`src/rtl/chunked_oneshot_us_timer_unit_defines.svh`:
```
// ----------------------------------------------------------------------------
// Assertion macros for the one-shot microsecond timer
// Checks are compiled in simulation only; synthesis sees empty bodies.
// ----------------------------------------------------------------------------
`ifndef CHUNKED_ONESHOT_US_TIMER_UNIT_DEFINES_SVH
`define CHUNKED_ONESHOT_US_TIMER_UNIT_DEFINES_SVH
`ifndef SYNTHESIS
// Clocked check, disabled while reset is held
`define COSUT_ASSERT(lbl, prop, msg) \
    lbl: assert property (@(posedge i_clk) disable iff (!i_rst_n) prop) else $error(msg);
// Clocked check that also runs through reset
`define COSUT_ASSERT_RST(lbl, prop, msg) \
    lbl: assert property (@(posedge i_clk) prop) else $error(msg);
`else
`define COSUT_ASSERT(lbl, prop, msg)
`define COSUT_ASSERT_RST(lbl, prop, msg)
`endif
`endif

```
`src/rtl/cosut_pkg.sv`:
```
`timescale 1ns / 1ps
// ----------------------------------------------------------------------------
// cosut_pkg
// Shared types and constants of the chunked one-shot microsecond timer.
// ----------------------------------------------------------------------------
package cosut_pkg;

    localparam int DELAY_W  = 32;
    localparam int QUOT_W   = 23;   // ceil((2^32 - 1) / 1000) fits
    localparam int PRE_W    = 8;
    localparam int OVF_W    = 32;
    localparam int CFG_IDX_W  = 3;
    localparam int CFG_DATA_W = 16;

    // register indexes of the configuration port
    localparam logic [CFG_IDX_W-1:0] CFG_US_PRESCALE  = 3'd0;
    localparam logic [CFG_IDX_W-1:0] CFG_MS_PRESCALE  = 3'd1;
    localparam logic [CFG_IDX_W-1:0] CFG_MS_SWITCH_US = 3'd2;
    localparam logic [CFG_IDX_W-1:0] CFG_TICKS_PER_MS = 3'd3;
    localparam logic [CFG_IDX_W-1:0] CFG_MAX_CHUNK_MS = 3'd4;

    // register reset values
    localparam logic [7:0]  US_PRESCALE_RST  = 8'd39;
    localparam logic [7:0]  MS_PRESCALE_RST  = 8'd199;
    localparam logic [15:0] MS_SWITCH_US_RST = 16'd10000;
    localparam logic [7:0]  TICKS_PER_MS_RST = 8'd200;
    localparam logic [9:0]  MAX_CHUNK_MS_RST = 10'd327;

    localparam int CHUNK_TICKS_RST = 2000;

    // y / 125 for y < 2^30: floor(y * DIV_RECIP >> 31) is exact or one high
    localparam logic [24:0] DIV_RECIP = 25'd17179870;
    // y / 125 for y < 2^14: floor(y * US_RECIP >> 21) is exact
    localparam logic [14:0] US_RECIP  = 15'd16778;
    localparam logic [19:0] US_PER_MS = 20'd1000;
    localparam logic [16:0] CEIL_ADD  = 17'd999;

    typedef struct packed {
        logic [7:0]  us_prescale;
        logic [7:0]  ms_prescale;
        logic [15:0] ms_switch_us;
        logic [7:0]  ticks_per_ms;
        logic [9:0]  max_chunk_ms;
    } t_cfg;

    // item on its way to the timer core, delay already forced to at least 1
    typedef struct packed {
        logic               req_type;
        logic [DELAY_W-1:0] delay_us;
        logic [QUOT_W-1:0]  quot;       // ceil(delay_us / 1000)
    } t_item;

endpackage

```
`src/rtl/chunked_oneshot_us_timer_unit.sv`:
```
`timescale 1ns / 1ps
// ----------------------------------------------------------------------------
// chunked_oneshot_us_timer_unit
// One-shot delay timer: prescaler plus chunked down counter, stream interface.
// ----------------------------------------------------------------------------
// Usage:
//   s_axis carries one item per transaction: tuser = 0 is one system clock
//   tick, tuser = 1 starts a delay of tdata microseconds (0 counts as 1); a
//   start drops any delay in progress.
//   m_axis returns one result per item: expired pulse, busy flag and the
//   running count of counter overflows.
//   The config channel writes registers 0..4 (us_prescale, ms_prescale,
//   ms_switch_us, ticks_per_ms, max_chunk_ms); it is always ready and an
//   unknown index is ignored.
// Timing:
//   m_axis_tvalid rises once the item has passed the input register, the
//   two-stage ceil(delay / 1000) pipeline and the result register loaded by
//   the timer state update. One item is taken every cycle unless m_axis stalls.
// Reset and stall:
//   Synchronous reset loads the default registers, stops the timer and
//   empties the pipeline. When m_axis stalls, empty stages still fill, then
//   s_axis_tready drops; nothing is lost.
// ----------------------------------------------------------------------------
module chunked_oneshot_us_timer_unit
    import cosut_pkg::*;
#(
    parameter int COUNTER_RANGE = 65536
)
(
    input  logic                  i_clk,
    input  logic                  i_rst_n,
    input  logic                  s_axis_tvalid,
    output logic                  s_axis_tready,
    input  logic [31:0]           s_axis_tdata,   // [31:0] delay_us
    input  logic                  s_axis_tuser,   // [0] req_type
    output logic                  m_axis_tvalid,
    input  logic                  m_axis_tready,
    output logic [39:0]           m_axis_tdata,   // [0] expired, [1] busy_res,
                                                  // [33:2] overflow_count, [39:34] zero
    input  logic                  i_cfg_valid,
    output logic                  o_cfg_ready,
    input  logic [CFG_IDX_W-1:0]  i_cfg_index,
    input  logic [CFG_DATA_W-1:0] i_cfg_data
);

    t_cfg             r_cfg;
    t_item            w_item;
    logic             w_item_valid;
    logic             w_item_ready;
    logic             w_expired;
    logic             w_busy;
    logic [OVF_W-1:0] w_overflows;

    assign o_cfg_ready = 1'b1;

    always_ff @(posedge i_clk) begin
        if (!i_rst_n) begin
            r_cfg.us_prescale  <= US_PRESCALE_RST;
            r_cfg.ms_prescale  <= MS_PRESCALE_RST;
            r_cfg.ms_switch_us <= MS_SWITCH_US_RST;
            r_cfg.ticks_per_ms <= TICKS_PER_MS_RST;
            r_cfg.max_chunk_ms <= MAX_CHUNK_MS_RST;
        end else if (i_cfg_valid) begin
            case (i_cfg_index)
                CFG_US_PRESCALE:  r_cfg.us_prescale  <= i_cfg_data[7:0];
                CFG_MS_PRESCALE:  r_cfg.ms_prescale  <= i_cfg_data[7:0];
                CFG_MS_SWITCH_US: r_cfg.ms_switch_us <= i_cfg_data;
                CFG_TICKS_PER_MS: r_cfg.ticks_per_ms <= i_cfg_data[7:0];
                CFG_MAX_CHUNK_MS: r_cfg.max_chunk_ms <= i_cfg_data[9:0];
                default: ;
            endcase
        end
    end

    cosut_div1000 u_div (
        .i_clk      (i_clk),
        .i_rst_n    (i_rst_n),
        .i_valid    (s_axis_tvalid),
        .o_ready    (s_axis_tready),
        .i_req_type (s_axis_tuser),
        .i_delay_us (s_axis_tdata),
        .o_valid    (w_item_valid),
        .i_ready    (w_item_ready),
        .o_item     (w_item)
    );

    cosut_core #(
        .COUNTER_RANGE (COUNTER_RANGE)
    ) u_core (
        .i_clk       (i_clk),
        .i_rst_n     (i_rst_n),
        .i_cfg       (r_cfg),
        .i_valid     (w_item_valid),
        .o_ready     (w_item_ready),
        .i_item      (w_item),
        .o_valid     (m_axis_tvalid),
        .i_ready     (m_axis_tready),
        .o_expired   (w_expired),
        .o_busy      (w_busy),
        .o_overflows (w_overflows)
    );

    assign m_axis_tdata = {6'b0, w_overflows, w_busy, w_expired};

endmodule

```
`src/rtl/cosut_div1000.sv`:
```
`timescale 1ns / 1ps
// ----------------------------------------------------------------------------
// cosut_div1000
// Input register and two-stage ceil(delay / 1000) pipeline with stall.
// ----------------------------------------------------------------------------
module cosut_div1000
    import cosut_pkg::*;
(
    input  logic               i_clk,
    input  logic               i_rst_n,
    input  logic               i_valid,
    output logic               o_ready,
    input  logic               i_req_type,
    input  logic [DELAY_W-1:0] i_delay_us,
    output logic               o_valid,
    input  logic               i_ready,
    output t_item              o_item
);

    logic               r_v1, r_v2, r_v3;
    logic               r_req1, r_req2;
    logic [DELAY_W-1:0] r_d1, r_d2;
    logic [29:0]        r_y2;
    logic [23:0]        r_q2;
    t_item              r_item3;

    logic               w_en1, w_en2, w_en3;
    logic [DELAY_W-1:0] n_d1;
    logic [32:0]        w_x;
    logic [29:0]        n_y2;
    logic [54:0]        w_prod;
    logic [30:0]        w_q125;
    logic [23:0]        n_q3;

    assign w_en3   = !r_v3 || i_ready;
    assign w_en2   = !r_v2 || w_en3;
    assign w_en1   = !r_v1 || w_en2;
    assign o_ready = w_en1;

    // a zero delay counts as 1 us
    assign n_d1 = (i_delay_us == '0) ? DELAY_W'(1) : i_delay_us;

    // ceil(d / 1000) = floor(floor((d + 999) / 8) / 125)
    assign w_x    = {1'b0, r_d1} + 33'(CEIL_ADD);
    assign n_y2   = w_x[32:3];
    assign w_prod = {25'b0, n_y2} * {30'b0, DIV_RECIP};

    // estimate may be one high: fix with one compare
    assign w_q125 = {r_q2, 7'b0} - {6'b0, r_q2, 1'b0} - {7'b0, r_q2};
    assign n_q3   = (w_q125 > {1'b0, r_y2}) ? r_q2 - 24'd1 : r_q2;

    always_ff @(posedge i_clk) begin
        if (!i_rst_n) begin
            r_v1 <= 1'b0;
            r_v2 <= 1'b0;
            r_v3 <= 1'b0;
        end else begin
            if (w_en1) begin
                r_v1 <= i_valid;
            end
            if (w_en2) begin
                r_v2 <= r_v1;
            end
            if (w_en3) begin
                r_v3 <= r_v2;
            end
        end
    end

    always_ff @(posedge i_clk) begin
        if (w_en1) begin
            r_req1 <= i_req_type;
            r_d1   <= n_d1;
        end
        if (w_en2) begin
            r_req2 <= r_req1;
            r_d2   <= r_d1;
            r_y2   <= n_y2;
            r_q2   <= w_prod[54:31];
        end
        if (w_en3) begin
            r_item3.req_type <= r_req2;
            r_item3.delay_us <= r_d2;
            r_item3.quot     <= n_q3[QUOT_W-1:0];
        end
    end

    assign o_valid = r_v3;
    assign o_item  = r_item3;

endmodule

```
`src/rtl/cosut_core.sv`:
```
`timescale 1ns / 1ps
// ----------------------------------------------------------------------------
// cosut_core
// Prescaler, chunk counter, chunk planner and the result register.
// ----------------------------------------------------------------------------
`include "chunked_oneshot_us_timer_unit_defines.svh"

module cosut_core
    import cosut_pkg::*;
#(
    parameter int COUNTER_RANGE = 65536
)
(
    input  logic             i_clk,
    input  logic             i_rst_n,
    input  t_cfg             i_cfg,
    input  logic             i_valid,
    output logic             o_ready,
    input  t_item            i_item,
    output logic             o_valid,
    input  logic             i_ready,
    output logic             o_expired,
    output logic             o_busy,
    output logic [OVF_W-1:0] o_overflows
);

    localparam int CW = $clog2(COUNTER_RANGE);
    localparam logic [CW-1:0] LIM = CW'(COUNTER_RANGE - 1);

    // timer state
    logic [PRE_W-1:0]   r_pc;
    logic [CW-1:0]      r_ctl;
    logic               r_ms;
    logic [DELAY_W-1:0] r_rem;
    logic [QUOT_W-1:0]  r_q;       // always ceil(r_rem / 1000)
    logic               r_run;
    logic [OVF_W-1:0]   r_ovf;

    // result register
    logic               r_ovalid;
    logic               r_oexp;
    logic               r_obusy;
    logic [OVF_W-1:0]   r_oovf;

    logic               w_acc;
    logic               w_start;

    // chunk planner
    logic [DELAY_W-1:0] s_rem;
    logic [QUOT_W-1:0]  s_q;
    logic               c_ms_sel;
    logic [9:0]         c_ms_raw, c_ms;
    logic [7:0]         c_tpm;
    logic [17:0]        c_tprod;
    logic [19:0]        c_used;
    logic [CW-1:0]      c_tick_ms;
    logic [DELAY_W-1:0] c_rem_ms;
    logic [QUOT_W-1:0]  c_q_ms;
    logic [CW-1:0]      c_tick_us_raw, c_tick_us;
    logic [DELAY_W-1:0] c_rem_us;
    logic [16:0]        c_x_us;
    logic [13:0]        c_y_us;
    logic [28:0]        c_p_us;
    logic [QUOT_W-1:0]  c_q_us;
    logic [CW-1:0]      c_ticks;
    logic [DELAY_W-1:0] c_rem;
    logic [QUOT_W-1:0]  c_q;

    // tick path
    logic [PRE_W-1:0]   w_div;
    logic               w_hit;
    logic [CW-1:0]      w_ctl_dec;

    logic [PRE_W-1:0]   n_pc;
    logic [CW-1:0]      n_ctl;
    logic               n_ms;
    logic [DELAY_W-1:0] n_rem;
    logic [QUOT_W-1:0]  n_q;
    logic               n_run;
    logic [OVF_W-1:0]   n_ovf;
    logic               n_exp;

    assign o_ready = !r_ovalid || i_ready;
    assign w_acc   = i_valid && o_ready;
    assign w_start = i_item.req_type;

    assign s_rem = w_start ? i_item.delay_us : r_rem;
    assign s_q   = w_start ? i_item.quot : r_q;

    assign c_ms_sel = s_rem >= {16'b0, i_cfg.ms_switch_us};

    // millisecond chunk
    assign c_ms_raw  = (s_q > {13'b0, i_cfg.max_chunk_ms}) ? i_cfg.max_chunk_ms : s_q[9:0];
    assign c_ms      = (c_ms_raw == '0) ? 10'd1 : c_ms_raw;
    assign c_tpm     = (i_cfg.ticks_per_ms == '0) ? 8'd1 : i_cfg.ticks_per_ms;
    assign c_tprod   = {8'b0, c_ms} * {10'b0, c_tpm};
    assign c_used    = {10'b0, c_ms} * US_PER_MS;
    assign c_tick_ms = (c_tprod > 18'(LIM)) ? LIM : c_tprod[CW-1:0];
    assign c_rem_ms  = (s_rem > {12'b0, c_used}) ? s_rem - {12'b0, c_used} : '0;
    assign c_q_ms    = (s_q > {13'b0, c_ms}) ? s_q - {13'b0, c_ms} : '0;

    // microsecond chunk; here s_rem is below the 16-bit switch threshold
    assign c_tick_us_raw = (s_rem > 32'(LIM)) ? LIM : s_rem[CW-1:0];
    assign c_tick_us     = (c_tick_us_raw == '0) ? CW'(1) : c_tick_us_raw;
    assign c_rem_us      = (s_rem > 32'(c_tick_us)) ? s_rem - 32'(c_tick_us) : '0;
    assign c_x_us        = {1'b0, c_rem_us[15:0]} + CEIL_ADD;
    assign c_y_us        = c_x_us[16:3];
    assign c_p_us        = {15'b0, c_y_us} * {14'b0, US_RECIP};
    assign c_q_us        = {16'b0, c_p_us[27:21]};

    assign c_ticks = c_ms_sel ? c_tick_ms : c_tick_us;
    assign c_rem   = c_ms_sel ? c_rem_ms : c_rem_us;
    assign c_q     = c_ms_sel ? c_q_ms : c_q_us;

    assign w_div     = r_ms ? i_cfg.ms_prescale : i_cfg.us_prescale;
    assign w_hit     = r_pc >= w_div;
    assign w_ctl_dec = (r_ctl != '0) ? r_ctl - CW'(1) : r_ctl;

    always_comb begin
        n_pc  = r_pc;
        n_ctl = r_ctl;
        n_ms  = r_ms;
        n_rem = r_rem;
        n_q   = r_q;
        n_run = r_run;
        n_ovf = r_ovf;
        n_exp = 1'b0;
        if (w_start) begin
            n_pc  = '0;
            n_ctl = c_ticks;
            n_ms  = c_ms_sel;
            n_rem = c_rem;
            n_q   = c_q;
            n_run = 1'b1;
        end else if (r_run) begin
            if (w_hit) begin
                n_pc  = '0;
                n_ctl = w_ctl_dec;
                if (w_ctl_dec == '0) begin
                    n_ovf = r_ovf + OVF_W'(1);
                    if (r_rem != '0) begin
                        n_ctl = c_ticks;
                        n_ms  = c_ms_sel;
                        n_rem = c_rem;
                        n_q   = c_q;
                    end else begin
                        n_run = 1'b0;
                        n_exp = 1'b1;
                    end
                end
            end else begin
                n_pc = r_pc + PRE_W'(1);
            end
        end
    end

    always_ff @(posedge i_clk) begin
        if (!i_rst_n) begin
            r_pc     <= '0;
            r_ctl    <= CW'(CHUNK_TICKS_RST);
            r_ms     <= 1'b0;
            r_rem    <= '0;
            r_q      <= '0;
            r_run    <= 1'b0;
            r_ovf    <= '0;
            r_ovalid <= 1'b0;
        end else begin
            if (w_acc) begin
                r_pc     <= n_pc;
                r_ctl    <= n_ctl;
                r_ms     <= n_ms;
                r_rem    <= n_rem;
                r_q      <= n_q;
                r_run    <= n_run;
                r_ovf    <= n_ovf;
                r_ovalid <= 1'b1;
            end else if (i_ready) begin
                r_ovalid <= 1'b0;
            end
        end
    end

    always_ff @(posedge i_clk) begin
        if (w_acc) begin
            r_oexp  <= n_exp;
            r_obusy <= n_run;
            r_oovf  <= n_ovf;
        end
    end

    assign o_valid     = r_ovalid;
    assign o_expired   = r_oexp;
    assign o_busy      = r_obusy;
    assign o_overflows = r_oovf;

    `COSUT_ASSERT(a_ctl_nonzero, r_run |-> (r_ctl != '0), "running with empty chunk")
    `COSUT_ASSERT(a_rem_q_match, (r_rem == '0) == (r_q == '0), "remaining and ms quotient disagree")
    `COSUT_ASSERT(a_stop_pc_clear, !r_run |-> (r_pc == '0), "prescaler left dirty while stopped")
    `COSUT_ASSERT(a_exp_counts, (w_acc && n_exp) |=> (r_ovf == $past(r_ovf) + OVF_W'(1)), "expiry without overflow")
    `COSUT_ASSERT_RST(a_rst_no_out, !i_rst_n |=> !r_ovalid, "result valid after reset")

endmodule
```
`config.mk`:
```
export PLATFORM = sky130hd
export DESIGN_NAME = chunked_oneshot_us_timer_unit
export DESIGN_NICKNAME = d
export VERILOG_FILES = /design/src/rtl/cosut_pkg.sv /design/src/rtl/chunked_oneshot_us_timer_unit.sv /design/src/rtl/cosut_div1000.sv /design/src/rtl/cosut_core.sv
export VERILOG_INCLUDE_DIRS = /design/src /design/src/rtl
export SDC_FILE = /design/constraint.sdc
export NUM_CORES = 2
export LEC_CHECK = 0
export ABC_AREA = 1
export BUFFER_PORTS_ARGS = -buffer_cell sky130_fd_sc_hd__buf_4
export CORE_ASPECT_RATIO = 0.5
export CORE_MARGIN = 8
export CORE_UTILIZATION = 40
export CTS_CLUSTER_SIZE = 20
export DETAILED_ROUTE_END_ITERATION = 16
export HOLD_SLACK_MARGIN = 0.12
export PLACE_DENSITY = 0.62
export SLEW_MARGIN = 20
export SYNTH_ARGS = -nofsm -noshare
export SYNTH_HDL_FRONTEND = slang
export SYNTH_SLANG_ARGS = --single-unit
```
`constraint.sdc`:
```
create_clock -name i_clk -period 12.75 [get_ports i_clk]
set_clock_uncertainty 0.2 [all_clocks]
set_input_delay 1.275 -clock i_clk [delete_from_list [all_inputs] [get_ports i_clk]]
set_output_delay 1.275 -clock i_clk [all_outputs]
set_load 0.02 [all_outputs]
```
* After elaboration in Yosys (flattened, before gate mapping) *
Cells that the tools add are included.

word-level totals
  flip-flop bits (word level) = 377
  latch bits = 0
  bits in writable memories = 0
  memory bits (read-only) = 0
  memories kept = 0

operators by class
  $add $sub $neg = 11
  multipliers = 4
  divide/modulo/power cells = 0
  $lt $le $gt $ge = 9
  equality and inequality tests = 4
  shifts and indexed selects = 0
  muxes and demuxes = 52
  bitwise gates (word level) = 3
  reduce and logical (&&, ||, !) cells = 31

operators with widths
  cell                      count
  $mux W32                  13
  $mux W23                  9
  $mux W16                  10
  $mul A30 B24 Y54 const B  1
  $gt A23 B10 Y1            2
  $mux W8                   5
  $add A32 B10 Y33 const B  1
  $add A32 B1 Y32 const B   1
  $ge A32 B16 Y1            1
  $gt A32 B16 Y1            1
  $gt A32 B16 Y1 const B    1
  $gt A32 B20 Y1            1
  $logic_not A16 Y1         2
  $logic_not A32 Y1         1
  $reduce_bool A32 Y1       1
  $sub A32 B16 Y32          1
  $sub A32 B20 Y32          1
  $gt A31 B30 Y1            1
  $sub A31 B24 Y31          1
  $sub A31 B25 Y31          1
  $mul A14 B14 Y27 const B  1
  $sub A23 B1 Y23 const B   1
  $sub A23 B10 Y23          1
  $mux W10                  2
  24 further kinds          54

* Longest topological paths before layout *
  word-level depth = 15
  depth in mapped cells = 56
  gate-level depth less buffers = 55

* Modules after synthesis *
Synthesis repeated with hierarchy kept, for this count alone.

second synthesis, totals
  cells, all modules = 5,359
  area, all modules = 42,731.0 µm²

by module, submodules not included
  module                         times used  cells each  area each (µm²)  seq. area each (µm²)
  cosut_div1000                  1           2,448       22,153.7         5,345.1
  cosut_core                     1           2,623       18,514.0         3,303.2
  chunked_oneshot_us_timer_unit  1           288         2,063.2          1,001.0

* Least setup slack after synthesis *
OpenSTA, ideal clock, no wires.

  kind = register to register
  start = register u_div.r_item3, in the netlist u_div.o_item[55]
  end = register u_core.r_rem[18]
  library setup time = 70 ps
  data arrival time = 8,321 ps
  required time = 12,480 ps
  setup slack = 4,159 ps
  cell stages (with the launch flop) = 54
  buffers on the path = 6
  cells stage by stage = edfxtp_1 -> buf_6 -> inv_2 -> buf_6 -> clkbuf_1 -> clkbuf_1 -> or2_2 -> o21ai_0 -> inv_1 -> ha_1 -> nand3_1 -> nor2_1 -> nand2_1 -> nand3b_1 -> nand2_4 -> buf_12 -> nand2_1 -> o21a_1 -> (+18 left out) -> nand2_1 -> nand2_1 -> a21oi_1 -> nor2_1 -> nor2_1 -> xor2_1 -> ha_1 -> nand2_1 -> nor2_1 -> inv_1 -> o21bai_2 -> nand2_1 -> nand2_1 -> nand2_1 -> inv_2 -> buf_2 -> nand3_1 -> a21oi_1

on the way
  longest elaborated chain between the ends = 14

ends and longest elaborated chain
  item                                                RTL line             RTL
  start: declaration                                  cosut_div1000.sv:25  t_item r_item3;
  $mux W23                                            cosut_core.sv:88     assign s_q = w_start ? i_item.quot : r_q;
  $gt A23 B10 Y1                                      cosut_core.sv:93     assign c_ms_raw = (s_q > {13'b0, i_cfg.max_chunk_ms}) ? i_cfg.max_chunk_ms : s_q[9:0];
  $mux W10                                            cosut_core.sv:93
  $logic_not A10 Y1                                   cosut_core.sv:94     assign c_ms = (c_ms_raw == '0) ? 10'd1 : c_ms_raw;
  $mux W10                                            cosut_core.sv:94
  $mul A10 B7 Y17                                     cosut_core.sv:97     assign c_used = {10'b0, c_ms} * US_PER_MS;
  $sub A32 B20 Y32 or $gt A32 B20 Y1 (tied branches)  cosut_core.sv:99     assign c_rem_ms = (s_rem > {12'b0, c_used}) ? s_rem - {12'b0, c_used} : '0;
  $mux W32                                            cosut_core.sv:99
  $mux W32                                            cosut_core.sv:112    assign c_rem = c_ms_sel ? c_rem_ms : c_rem_us;
  $mux W32                                            cosut_core.sv:141    if (r_rem != '0) begin
  $mux W32                                            cosut_core.sv:139    if (w_ctl_dec == '0) begin
  $mux W32                                            cosut_core.sv:136    if (w_hit) begin
  $mux W32                                            cosut_core.sv:135    end else if (r_run) begin
  $mux W32                                            cosut_core.sv:128    if (w_start) begin
  end signal: assignment                              cosut_core.sv:172    r_rem <= n_rem;
  end: declaration                                    cosut_core.sv:34     logic [DELAY_W-1:0] r_rem;

Parallel ways exist; a longest one is shown, timed or not. The select of a mux whose other input is x is not followed.
A chain may end at the register's enable or synchronous reset.

* Worst setup path after layout *
Ends and elaborated chain as after synthesis.

==> key figures <==
Outcome
  • Outcome: complete, no violations

Timing
  • Final Hold Fails: 0
  • Slew HR: 34.5%
  • Setup TNS: 0 ns
  • RSZ-0062 raised after global routing: false
  • Tmin final: 10.17 ns
  • Final setup viols: 0
  • Final worst path period share: 79.8%
  • FMAX: 98.3 MHz
  • Worst slew pin tran: 0.983 ns
  • Hold Worst Slack: 0.210 ns
  • Pins Over Slew Limit: 0

Clock network
  • Clock buffer depth: 3
  • Worst-skew pair later-pin latency: 0.60 ns
  • Clk pin slew, worst setup/hold paths: 0.07 ns
  • CTS resizes: 0
  • Hold buffer count at CTS: 0
  • CTS buffer count: 42
  • H-tree depth: 2
  • TritonCTS clock tree: built
  • CTS Sinks: 377
  • Number of setup buffers added after CTS: 0
  • Clk root buf: clkbuf_16

Layout
  • Area grow syn2layout: 8.40%
  • Fraction of layout cells with a size suffix above 1: 6.01%
  • Fillers: 10221
  • Nets: 6151

Drt
  • WL/cell: 17.2 um
  • DRT Wirelength: 113 mm
  • Avg Vias per Cell: 5.11
  • Met1 wire length: 51.6 mm
  • # DRC: 0
  • Top routing layer used: met4
  • DRT iter0 DRCs: 2330
  • ANT nets after route: 0
  • Total vias in the final route: 33532
  • Routed wl met3: 5.80 mm
  • Metal2 WL: 51.9 mm
  • Pre-antenna DRT Iters: 6

Flow run
  • Max cap viols: 0

Synthesis
  • Mapped Cells: 5080
  • Top FF cell, synth: edfxtp_1
  • Synth warn: 0
  • FF+latch count, synth: 377
  • Post-synthesis sequential area ratio: 23.1%
  • Most frequent cell after synthesis: inv_1
  • Synth Area per Inst: 8.22 um^2
  • Number of synthesized flops with an enable pin: 210
  • Synth area leaders: ha_1, fa_1, edfxtp_1
  • Top cell type's share of synthesized area: 18.7%
  • Post-synth top cells: inv_1, nand2_1, ha_1, nor2_1, a21oi_1
  • FFs w/ async S/R, synth: 0%
  • Area leader, netlist: ha_1
  • Netlist cell types: 75
  • Netlist Area Pre-Place: 0.0418 mm^2

Setup path
  • CP startpoint: u_div.o_item[55]$_DFFE_PP_
  • Crit start category: flip-flop
  • Reg2Reg Launch Point: u_div.o_item[55]$_DFFE_PP_
  • R2r setup slk: 2.58 ns
  • CP dominant cell by count: nand2_1
  • Crit path required time: 13.05 ns
  • Critical Path Sink Type: flip-flop
  • Slowest stage cell, crit path: buf_4
  • CP Class: reg2reg
  • CP max FO: 77
  • Data arrival, critical path: 10.47 ns
  • Max incr delay on CP: 0.71 ns

Worst hold path
  • Worst Hold Launch: u_div.r_d2[29]$_DFFE_PP_
  • Worst hold path class: reg2reg

Global routing
  • Initial antenna violation count: 2
  • Gr ovfl total: 0
  • Gr usage total: 19.2%
  • Largest net degree at the start of global routing: 78
  • First-pass GRT wire length: 182 mm
  • Vias in the first global route: 34230

Floorplanning
  • Core ar.: 0.103 mm^2
  • Top-Level Pins: 100
  • Die Span Y: 245 um
  • Rows: 83
  • Initial Utilization: 40.6%
  • Die Width: 473 um
  • DIE AREA: 0.116 mm^2

Place
  • IO Port Bufs: 92
  • HPWL after DPL: 91.5 mm
  • Gpl congestion: 0.952
[state kept, by name, indices dropped and copies added, names as in the netlist, 8 cells and up]
register and cells:
u_div.o_item 56, r_cfg 50, u_core.o_overflows 32, u_core.r_ovf 32
u_core.r_rem 32, u_div.r_d1 32, u_div.r_d2 32, u_div.r_y2 30
u_div.r_q2 24, u_core.r_q 23, u_core.r_ctl 16, u_core.r_pc 8
[per-stage QoR]
step                worst slack (ns)  cells  utilization [%]  instance area [um^2]
detailed placement              2.77   6483             42.6                 43800
CTS                             2.73   6560             44.0                 45300
finish                          2.58   6561             44.0                 45300
floorplan                       4.16   5085                -                 41800
global placement                2.93   6483             42.6                 43800
global route                    1.76   6561             44.0                 45300
[worst max-delay path, delay by kind of cell (launching register included)]
kind | cells | cell delay [ns]
AOI/OAI and AO/OA | 12 | 2.20
xor gates and xnor gates | 1 | 0.14
adders and majority gates | 7 | 2.73
buffers and inverters | 7 | 1.75
DFF | 1 | 0.36
and+or+nand+nor | 20 | 2.59
[cells by family after synthesis]
family / synth area share (%)
multiplexers: 0.216
adder cells (fa/ha/maj): 35.2
AO/OA/AOI/OAI: 10.6
flip-flops: 23.1
other: 0.0180
AND/OR/NAND/NOR: 16.2
XOR/XNOR: 3.63
buffers and inverters: 11.0
[placed cells by master, fill, tap and decap left out, types with 26 or more instances in the layout]
master,instances
a31oi_1,33
inv_1,1031
edfxtp_1,210
nor2_1,360
buf_4,116
ha_1,623
fa_1,346
nand2_1,821
xor2_1,129
nor4_1,37
o21ai_0,248
nor3_1,49
clkbuf_16,42
o211ai_1,26
nand4_1,51
dfxtp_1,167
o21ai_1,27
nand3_1,160
a21oi_1,353
xnor2_1,42
[final timing paths]
path / end / depth (start not counted)
max: u_core.r_rem[18]$_SDFFE_PN0P_ / 47
min: u_div.o_item[52]$_DFFE_PP_ / 0
max reg2reg: u_core.r_rem[18]$_SDFFE_PN0P_ / 47
min reg2reg: u_div.o_item[52]$_DFFE_PP_ / 0
[cell type report]
type	count	area, um^2	area share (%)
multi-input cells	3531	27600	61.0
flip-flops and latches	377	9650	21.3
inverters	1057	3970	8.77
well taps	1402	1750	3.87
clock buffers	56	1160	2.57
repair buffers	116	871	1.92
clock inverters	21	270	0.597
diodes	1	2.50	0.00553
[metal layers]
metal	vias up	global-route usage (%)
met5	-	0
met1	15989	26.1
met3	207	1.87
met4	0	6.50
met2	883	32.2
li1	16453	-
Power is left out: the tool's default activity adds up to more than one toggle a clock period on the data nets, which glitch-free logic cannot reach.
